$ cat src/pnst_pkg.sv
// Shared types and constants for the point-near-segment table test block.
`default_nettype none

package pnst_pkg;

  // Table depth and coordinate width.
  localparam int SEGMENTS   = 16;
  localparam int COORD_BITS = 16;

  // Fixed field widths on the stream ports.
  localparam int SLOT_BITS  = 4;
  localparam int FIELD_BITS = 16;
  localparam int IN_BITS    = SLOT_BITS + 6 * FIELD_BITS;
  localparam int IN_BYTES_W = ((IN_BITS + 7) / 8) * 8;
  localparam int OUT_BYTES_W = 8;

  // Table index width, at least one bit.
  localparam int IDX_BITS = (SEGMENTS > 1) ? $clog2(SEGMENTS) : 1;

  // Compare width: two guard bits so widened spans never overflow.
  localparam int WIDE_BITS = COORD_BITS + 2;

  typedef logic [IDX_BITS-1:0]          idx_t;
  typedef logic signed [COORD_BITS-1:0] coord_t;
  typedef logic signed [WIDE_BITS-1:0]  wide_t;

  localparam wide_t ONE_W = wide_t'(1);

  // Item kinds carried in tuser.
  localparam logic OP_WRITE = 1'b0;
  localparam logic OP_QUERY = 1'b1;

  // One stored segment.
  typedef struct packed {
    coord_t start_x;
    coord_t end_x;
    coord_t start_y;
    coord_t end_y;
  } seg_t;

  // Registered table read: the entry and whether it was ever written.
  typedef struct packed {
    logic valid;
    seg_t seg;
  } entry_t;

endpackage

`default_nettype wire

$ cat src/pnst_table.sv
// Segment table: one write port, one registered read port, per-entry valid bits.
`default_nettype none

module pnst_table
  import pnst_pkg::*;
(
  input  wire    clk_i,
  input  wire    rst_ni,
  input  wire    wr_en_i,
  input  idx_t   wr_addr_i,
  input  seg_t   wr_seg_i,
  input  idx_t   rd_addr_i,
  output entry_t rd_entry_o
);

  seg_t                mem [SEGMENTS];
  logic [SEGMENTS-1:0] valid_q;
  seg_t                rd_seg_q;
  logic                rd_valid_q;

  // Segment storage; payload needs no reset.
  always_ff @(posedge clk_i) begin
    if (wr_en_i) begin
      mem[wr_addr_i] <= wr_seg_i;
    end
    rd_seg_q <= mem[rd_addr_i];
  end

  // An entry never written reads with its valid bit clear, which never matches.
  always_ff @(posedge clk_i or negedge rst_ni) begin
    if (!rst_ni) begin
      valid_q    <= '0;
      rd_valid_q <= 1'b0;
    end else begin
      if (wr_en_i) begin
        valid_q[wr_addr_i] <= 1'b1;
      end
      rd_valid_q <= valid_q[rd_addr_i];
    end
  end

  assign rd_entry_o = '{valid: rd_valid_q, seg: rd_seg_q};

endmodule

`default_nettype wire

$ cat src/pnst_match.sv
// Shared compare unit: tests the query point against one table entry.
`default_nettype none

module pnst_match
  import pnst_pkg::*;
(
  input  entry_t entry_i,
  input  coord_t point_x_i,
  input  coord_t point_y_i,
  output logic   match_o
);

  wide_t sx, ex, sy, ey, px, py;
  wide_t across, fixed_c, along, span_s, span_e, lo, hi;
  logic  vert, horiz, across_ok, along_ok;

  // Widen everything by the guard bits.
  assign sx = wide_t'(entry_i.seg.start_x);
  assign ex = wide_t'(entry_i.seg.end_x);
  assign sy = wide_t'(entry_i.seg.start_y);
  assign ey = wide_t'(entry_i.seg.end_y);
  assign px = wide_t'(point_x_i);
  assign py = wide_t'(point_y_i);

  assign vert  = (ex == sx);
  assign horiz = (ey == sy);

  // A vertical segment is tested on x across and y along; otherwise the axes swap.
  always_comb begin
    if (vert) begin
      across  = px;
      fixed_c = ex;
      along   = py;
      span_s  = sy;
      span_e  = ey;
    end else begin
      across  = py;
      fixed_c = ey;
      along   = px;
      span_s  = sx;
      span_e  = ex;
    end
  end

  assign lo = (span_s < span_e) ? span_s : span_e;
  assign hi = (span_s < span_e) ? span_e : span_s;

  assign across_ok = (across >= fixed_c - ONE_W) && (across <= fixed_c + ONE_W);
  // A zero-length span is a single point and never matches.
  assign along_ok  = (span_s != span_e) && (along >= lo - ONE_W) && (along <= hi + ONE_W);

  assign match_o = entry_i.valid && (vert || horiz) && across_ok && along_ok;

endmodule

`default_nettype wire

$ cat src/point_near_segment_table_test_core.sv
// Top level: stream ports, scan sequencer, segment table and compare unit.
//
//   Channel   Direction  Handshake            Contents
//   s_axis    in         tvalid/tready        tuser: opcode; tdata: slot and coordinates
//   m_axis    out        tvalid/tready        tdata: hit (one transfer per query)
//
// A write leaves the block idle, so it is ready again in the next cycle.
// A query scans the table after its transfer edge, and its result shows once
// the scan is through: one table entry is read per cycle and checked by the
// single compare unit.
// The block then holds the result until it is taken and accepts nothing meanwhile;
// it is ready again in the cycle after the result transfer.
// Reset clears the per-entry valid bits at once, so no clearing pass is needed.
// A stall on the output side only lengthens the wait before the next transfer.
`default_nettype none

module point_near_segment_table_test_core
  import pnst_pkg::*;
(
  input  wire                    clk_i,
  input  wire                    rst_ni,
  input  wire                    s_axis_tvalid_i,
  output logic                   s_axis_tready_o,
  // tdata from bit 0: slot[3:0], start_x[19:4], end_x[35:20], start_y[51:36],
  // end_y[67:52], point_x[83:68], point_y[99:84], zero fill to 104 bits.
  input  wire [IN_BYTES_W-1:0]   s_axis_tdata_i,
  // tuser from bit 0: opcode.
  input  wire                    s_axis_tuser_i,
  output logic                   m_axis_tvalid_o,
  input  wire                    m_axis_tready_i,
  // tdata from bit 0: hit, zero fill to 8 bits.
  output logic [OUT_BYTES_W-1:0] m_axis_tdata_o
);

  typedef enum logic [2:0] {
    ST_IDLE = 3'b001,
    ST_SCAN = 3'b010,
    ST_DONE = 3'b100
  } state_e;

  state_e state_d, state_q;
  idx_t   cmp_idx_d, cmp_idx_q;
  logic   hit_d, hit_q;
  coord_t point_x_q, point_y_q;

  logic   in_xfer, out_xfer, is_query, wr_en, slot_ok, match, last_entry;
  idx_t   rd_addr, wr_addr;
  seg_t   wr_seg;
  entry_t rd_entry;
  logic [SLOT_BITS-1:0]          slot;
  logic [IDX_BITS+SLOT_BITS-1:0] slot_wide;

  // Unpack the input transfer.
  assign slot          = s_axis_tdata_i[SLOT_BITS-1:0];
  assign wr_seg.start_x = COORD_BITS'(s_axis_tdata_i[SLOT_BITS +: FIELD_BITS]);
  assign wr_seg.end_x   = COORD_BITS'(s_axis_tdata_i[SLOT_BITS + FIELD_BITS +: FIELD_BITS]);
  assign wr_seg.start_y = COORD_BITS'(s_axis_tdata_i[SLOT_BITS + 2*FIELD_BITS +: FIELD_BITS]);
  assign wr_seg.end_y   = COORD_BITS'(s_axis_tdata_i[SLOT_BITS + 3*FIELD_BITS +: FIELD_BITS]);

  assign s_axis_tready_o = (state_q == ST_IDLE);
  assign in_xfer         = s_axis_tvalid_i && s_axis_tready_o;
  assign out_xfer        = m_axis_tvalid_o && m_axis_tready_i;
  assign is_query        = (s_axis_tuser_i == OP_QUERY);

  // Writes to a slot beyond the table are dropped.
  assign slot_wide = {{IDX_BITS{1'b0}}, slot};
  assign wr_addr   = slot_wide[IDX_BITS-1:0];
  assign slot_ok   = (int'(slot) < SEGMENTS);
  assign wr_en     = in_xfer && (s_axis_tuser_i == OP_WRITE) && slot_ok;

  // Read one entry ahead of the one being compared.
  assign rd_addr    = (state_q == ST_IDLE) ? idx_t'(0) : cmp_idx_q + 1'b1;
  assign last_entry = (cmp_idx_q == idx_t'(SEGMENTS - 1));

  pnst_table u_table (
    .clk_i      (clk_i),
    .rst_ni     (rst_ni),
    .wr_en_i    (wr_en),
    .wr_addr_i  (wr_addr),
    .wr_seg_i   (wr_seg),
    .rd_addr_i  (rd_addr),
    .rd_entry_o (rd_entry)
  );

  pnst_match u_match (
    .entry_i   (rd_entry),
    .point_x_i (point_x_q),
    .point_y_i (point_y_q),
    .match_o   (match)
  );

  // Sequencer: one entry per cycle, hits accumulate into hit_q.
  always_comb begin
    state_d   = state_q;
    cmp_idx_d = cmp_idx_q;
    hit_d     = hit_q;
    case (state_q)
      ST_IDLE: begin
        if (in_xfer && is_query) begin
          state_d   = ST_SCAN;
          cmp_idx_d = '0;
          hit_d     = 1'b0;
        end
      end
      ST_SCAN: begin
        hit_d = hit_q || match;
        if (last_entry) begin
          state_d = ST_DONE;
        end else begin
          cmp_idx_d = cmp_idx_q + 1'b1;
        end
      end
      ST_DONE: begin
        if (out_xfer) begin
          state_d = ST_IDLE;
        end
      end
      default: begin
        state_d = ST_IDLE;
      end
    endcase
  end

  always_ff @(posedge clk_i or negedge rst_ni) begin
    if (!rst_ni) begin
      state_q   <= ST_IDLE;
      cmp_idx_q <= '0;
      hit_q     <= 1'b0;
    end else begin
      state_q   <= state_d;
      cmp_idx_q <= cmp_idx_d;
      hit_q     <= hit_d;
    end
  end

  // Query point, captured with the transfer.
  always_ff @(posedge clk_i) begin
    if (in_xfer && is_query) begin
      point_x_q <= COORD_BITS'(s_axis_tdata_i[SLOT_BITS + 4*FIELD_BITS +: FIELD_BITS]);
      point_y_q <= COORD_BITS'(s_axis_tdata_i[SLOT_BITS + 5*FIELD_BITS +: FIELD_BITS]);
    end
  end

  assign m_axis_tvalid_o = (state_q == ST_DONE);
  assign m_axis_tdata_o  = {{(OUT_BYTES_W-1){1'b0}}, hit_q};

endmodule

`default_nettype wire

$ cat config.mk
export PLATFORM = sky130hd
export DESIGN_NAME = point_near_segment_table_test_core
export DESIGN_NICKNAME = d
export VERILOG_FILES = /design/src/pnst_pkg.sv /design/src/pnst_table.sv /design/src/pnst_match.sv /design/src/point_near_segment_table_test_core.sv
export SDC_FILE = /design/constraint.sdc
export NUM_CORES = 2
export LEC_CHECK = 0
export BUFFER_PORTS_ARGS = -buffer_cell sky130_fd_sc_hd__buf_2
export CAP_MARGIN = 0
export CORE_MARGIN = 1.5
export CORE_UTILIZATION = 60
export DETAILED_ROUTE_END_ITERATION = 10
export PLACE_DENSITY = 0.83
export REMOVE_ABC_BUFFERS = 1
export SLEW_MARGIN = 20
export SYNTH_ARGS = -nofsm -noshare
export SYNTH_HDL_FRONTEND = slang
export SYNTH_SLANG_ARGS = --single-unit
$ cat constraint.sdc
create_clock -name clk_i -period 11.5 [get_ports clk_i]
set_input_delay 2.3 -clock clk_i [delete_from_list [all_inputs] [get_ports clk_i]]
set_output_delay 2.3 -clock clk_i [all_outputs]
set_load 0.01 [all_outputs]
**Yosys cells after proc, flatten, opt, wreduce, memory -nomap -nowiden**

Memories as Yosys holds them, arrays and structs flattened. A register that Yosys moved wholly into a read port is not among the register bits.
Index checks and enable logic that the tools add are counted.

- Order comparisons: 8
- Bitwise gates (word level): 2
- Equal/unequal tests: 11
- Shift-type cells: 0
- Add/subtract/negate cells: 5
- Reduce and logical (&&, ||, !) cells: 17
- Multiply operators: 0
- Divide/modulo/power cells: 0
- Multiplexer cells: 23

Operators by type and width:

| operator | number |
|---|---|
| $mux 18 | 7 |
| $add 18x2->18 const B | 2 |
| $ge 18x18->1 | 2 |
| $le 18x18->1 | 2 |
| $sub 18x2->18 const B | 2 |
| $eq 16x16->1 | 2 |
| $lt 18x18->1 | 1 |
| $ne 18x18->1 | 1 |
| $or 16x16->16 | 1 |
| $mux 4 | 3 |
| $logic_and 1x1->1 | 11 |
| $lt 4x5->1 const B | 2 |
| $mux 3 | 3 |
| $pmux 3 s3 | 1 |
| $pmux 4 s2 | 1 |
| $reduce_and 3->1 | 2 |
| $mux 1 | 5 |
| $add 4x1->4 const B | 1 |
| $bmux 1 s4 | 1 |
| $demux 1 s4 | 1 |
| $eq 4x4->1 const B | 1 |
| $ge 4x1->1 const B | 1 |
| $ne 2x1->1 const B | 2 |
| $ne 2x2->1 const B | 2 |
| other kinds (8) | 9 |

- Memories kept: 1
- Register bits after elaboration: 57
- Latch bits: 0
- ROM bits: 0
- Output and inout port bits: 10
- Bits of input ports: 109
- Memory bits (writable): 1024
- Word-level logic and storage cells: 74

Memories:

| name | words | width | rd ports | clocked after Yosys merged registers in | wr ports | RTL line | RTL |
|---|---|---|---|---|---|---|---|
| u_table.mem | 16 | 64 | 1 | 1 | 1 | pnst_table.sv:16 | `seg_t mem [SEGMENTS];` |

**Longest topological paths before layout**

- Depth in word-level cells: 11
- Mapped depth: 44
- Mapped depth without buffers: 33

**By module**

A second synthesis with hierarchy kept.

- Cells, all modules: 2672
- Area total of the unflattened synthesis: 47794.6 um^2

Modules (own cells, without submodules):

| module | cells an instance | instances | area an instance (um^2) | sequential area each (um^2) |
|---|---|---|---|---|
| pnst_table | 1690 | 1 | 40272.4 | 32456.1 |
| pnst_match | 898 | 1 | 6035.8 | 0.0 |
| point_near_segment_table_test_core | 84 | 1 | 1486.4 | 1162.4 |

**Worst setup path after synthesis**

No wires, ideal clock.

- Path type: input -> register
- From: in s_axis_tdata_i[3]
- To: reg u_table.valid_q[0]
- Buffers on the path: 0
- Path slack: 3.449 ns
- Setup time: 0.094 ns
- Stages: 3
- Data arrival time: 7.957 ns
- Required time: 11.406 ns
- Cell sequence: nor4_1 > nor3b_1 > or2_2

- Longest elaborated chain between the ends: 5
- Elaborated cells on any way between the ends: 6
- Those cells by class: 2 x order compare; 2 x mux; 1 x bitwise; 1 x reduce/logical

Ends and longest elaborated chain:

| element | RTL line | RTL |
|---|---|---|
| start, declared | point_near_segment_table_test_core.sv:26 | `input wire [IN_BYTES_W-1:0] s_axis_tdata_i,` |
| $lt 4x5->1 (not written as such) or $ge 4x1->1 (tied branches) | pnst_table.sv:36 | `valid_q[wr_addr_i] <= 1'b1;` |
| $logic_and 1x1->1 (not written as such) | pnst_table.sv:36 |  |
| $mux 1 (not written as such) | pnst_table.sv:36 |  |
| $demux 1 s4 * | - |  |
| $or 16x16->16 (no source line) * | - |  |
| end signal, assigned | pnst_table.sv:32 | `valid_q <= '0;` |
| end signal, assigned by index | pnst_table.sv:36 |  |
| end, declared | pnst_table.sv:17 | `logic [SEGMENTS-1:0] valid_q;` |

Every way passes the cells marked *; elsewhere a longest branch is shown, timed or not.
A chain may end at the register's enable or synchronous reset.

**Worst setup path in the final report**

- From: reg u_table.rd_entry_o[44] (netlist name)
- To: reg hit_q

- Longest elaborated chain between the ends: 11
- Elaborated cells on any way between the ends: 27
- Those cells by class: 4 x add/sub; 5 x order compare; 2 x eq/ne; 8 x mux; 8 x reduce/logical

Ends and longest elaborated chain:

| element | RTL line | RTL |
|---|---|---|
| $eq 16x16->1 | pnst_match.sv:25 | `assign vert = (ex == sx);` |
| $mux 18 | pnst_match.sv:30 | `if (vert) begin` |
| $lt 18x18->1 | pnst_match.sv:45, pnst_match.sv:46 |  |
| $mux 18 | pnst_match.sv:45 | `assign lo = (span_s < span_e) ? span_s : span_e;` |
| $sub 18x2->18 | pnst_match.sv:50 | `assign along_ok = (span_s != span_e) && (along >= lo - ONE_W) && (along <= hi + ONE_W);` |
| $ge 18x18->1 | pnst_match.sv:50 |  |
| $logic_and 1x1->1 (2 in a row) | pnst_match.sv:50 |  |
| $logic_and 1x1->1 * | pnst_match.sv:52 | `assign match_o = entry_i.valid && (vert \|\| horiz) && across_ok && along_ok;` |
| $logic_or 1x1->1 * | point_near_segment_table_test_core.sv:106 | `hit_d = hit_q \|\| match;` |
| $pmux 1 s2 * | point_near_segment_table_test_core.sv:97 | `case (state_q)` |
| end signal, assigned | point_near_segment_table_test_core.sv:132 | `hit_q <= hit_d;` |
| end, declared | point_near_segment_table_test_core.sv:43 | `logic hit_d, hit_q;` |

Marked as above.

==> metrics.txt <==
run status=finished, final reports clean; drt via density=6.43; most area-consuming cells after synthesis=edfxtp_1 64%, a211oi_1 5.1%, nand2_1 4.4%; via count=31,300; Port-buffer cells=107; hold_buf cts=0; initial antenna violation count=16; Synth top area share=0.645; clk buf depth=3; vias in the first global route=29,700; Worst Hold Class=flip-flop to flip-flop; worst-path fanout max=44; distinct cell type count after synthesis=64; RSZ-0062 raised after global routing=no; Post-synth top flop=edfxtp_1; Critical Path Max Stage Delay=0.79 ns; Pwr Total=0.0108 W; CP Capture Point=hit_q; Hold Fails Final Rpt=0; Most common cell on crit path=o21ai_0; Max Cap Viol=0; DR DRC count=0; core area=80,800 um2; Worst R2R Start=u_table.rd_entry_o[44]; fin. max-slew vios=0; Fin Setup TNS=0 ns; IO Pins=119; Final ANT Viol Nets=0; Die X=289 um; worst vdd ir=145 uV; Final setup viols=0; DP HPWL=63,500 um; DR iter-0 viols=3,580; grt total ovfl=0; critical path data required time=12.04 ns; RR Endpoint=hit_q; min Tclk post-route=9.04 ns; CP arrival=9.58 ns; setup ws final=2.46 ns; Rel. slew slack=0.289; gr usage total=0.284; critical path type=flip-flop to flip-flop; Root Driver=clkbuf_16; Static Leak=17.8 nW; Setup Skew=0.0342 ns; Area growth syn-to-layout=10.1%; WL per Instance=24.6 um; Hold WS=0.464 ns; Warnings, synthesis=0; CTS sink cnt=1,145; pwr dens=199 nW/um2; flop2flop setup slack=2.46 ns; CP Launch Type=flip-flop; wirelength, routed=120,000 um; FFs w/ async S/R, synth=0.0218; Least-Margin Pin Slew=1.06 ns; postcts setup bufs=0; commonest non-fill, non-tap cell in the layout=edfxtp_1; post-synth top area cell=edfxtp_1; initial core utilization=0.609; nets=3,906; Seq/Total Area, Yosys=0.684; Clock Pin Slew Worst Setup and Hold Paths=0.06 ns; Clock Latency Late Sink=0.69 ns; most frequent cells in the layout=1,056 x edfxtp_1, 573 x nand2_1, 333 x a211oi_1; first-pass GRT wire length=177,000 um; largest net degree at the start of global routing=196; Synth Area per Inst=13.3 um2; period utilisation layout=0.786; Die Span Y=289 um; Post-synth EDFFs=1,056; Syn Std Cell Area=49,200 um2; synthesized instance count=3,688; Placer Congestion=0.970; Die ar.=83,700 um2; cells on worst reg2reg path=33; CP startpoint=u_table.rd_entry_o[44]; number of CTS-inserted buffers=107; post-cts gate resize count=0; # rows=104; drt pass-1 iters=6; H-tree levels=3; Crit-path slowest cell=nor4_4; CTS tree=built; Fmax=111 MHz; Worst Setup Slack post-DPL=2.57 ns; Setup crit end kind=flip-flop; layout cell share with drive strength beyond 1=0.109; Yosys reg bits=1,145
[per-layer routing]
| layer | wire length, um | GRT usage | vias up |
|---|---|---|---|
| li1 | - | - | 14100 |
| met1 | 45800 | 0.387 | 15100 |
| met2 | 57200 | 0.451 | 1755 |
| met3 | 12500 | 0.0587 | 285 |
| met4 | 4180 | 0.110 | 22 |
| met5 | 136 | 0 | - |
[cells in the mapped netlist (29+ instances only)]
library cell,n
nand2_1,573
mux2i_1,61
nand3_1,33
o21ai_0,40
clkbuf_1,225
a21o_1,29
a21oi_1,171
a211oi_1,333
ha_1,90
a311oi_1,131
xor2_1,35
xnor2_1,63
mux2_2,42
a31oi_1,138
nor2_1,63
edfxtp_1,1056
nor2b_1,274
dfxtp_1,64
[cell families (layout without fill, tap and decap cells)]
group | count (synthesis) | count (layout) | synth area share
AO/OA/AOI/OAI | 876 | 876 | 0.124
multiplexers | 108 | 108 | 0.0238
adder cells (fa/ha/maj) | 90 | 90 | 0.0229
flip-flops | 1145 | 1145 | 0.684
XOR/XNOR | 98 | 98 | 0.0175
buffers and inverters | 288 | 394 | 0.0235
other | 1 | 12 | 0.0000763
AND/OR/NAND/NOR | 1082 | 1082 | 0.105
[area by class of cell]
cell class	instances	area (um2)
antenna	5	12.5
sequential	1145	33600
clock buffer	143	2870
inverter	28	105
fill	5166	26700
multi-input combinational	2261	14600
timing repair buffer	164	1010
tap	1060	1330
clock inverter	59	621
[critical path, delay by kind of cell, from the launching register on]
kind	cells	cell delay, ns
mux	4	1.65
fa+ha+maj	3	0.85
compound gates	12	2.03
xor+xnor	2	0.25
simple gates	10	2.95
flops	1	0.45
buf+inv	2	0.71
[power by group]
group / switching, W / internal, W
clock network: 0.00149 / 0.00199
logic: 0.00154 / 0.000886
registers: 0.000191 / 0.00467
[through the flow]
step | util | instances | instance area (um2)
2_1_floorplan | - | 3434 | 48100
3_3_place_gp | 0.627 | 4658 | 50600
3_5_place_dp | 0.627 | 4658 | 50600
4_1_cts | 0.670 | 4860 | 54100
5_1_grt | 0.670 | 4864 | 54100
6_report | 0.670 | 4865 | 54100
[state kept, by name, indices dropped and copies added, names as in the netlist]
name                count
cmp_idx_q               4
hit_q                   1
state_q                 3
point_x_q              16
u_table.rd_entry_o     64
point_y_q              16
u_table.valid_q        16
u_table.mem          1024
u_table.rd_valid_q      1
[how the worst min path moves through the flow]
stage | from | endpoint | slack, ns | cells past startpoint
4_1_cts | u_table.valid_q[11] | u_table.valid_q[11] | 0.46 | 1
5_1_grt | u_table.valid_q[5] | u_table.valid_q[5] | 0.48 | 1
6_report | u_table.valid_q[11] | u_table.valid_q[11] | 0.46 | 1
2_1_floorplan | u_table.valid_q[11] | u_table.valid_q[11] | 0.43 | 1
3_3_place_gp | u_table.valid_q[15] | u_table.valid_q[15] | 0.45 | 1
3_5_place_dp | u_table.valid_q[11] | u_table.valid_q[11] | 0.45 | 1
(Power assumes the default switching activity.)
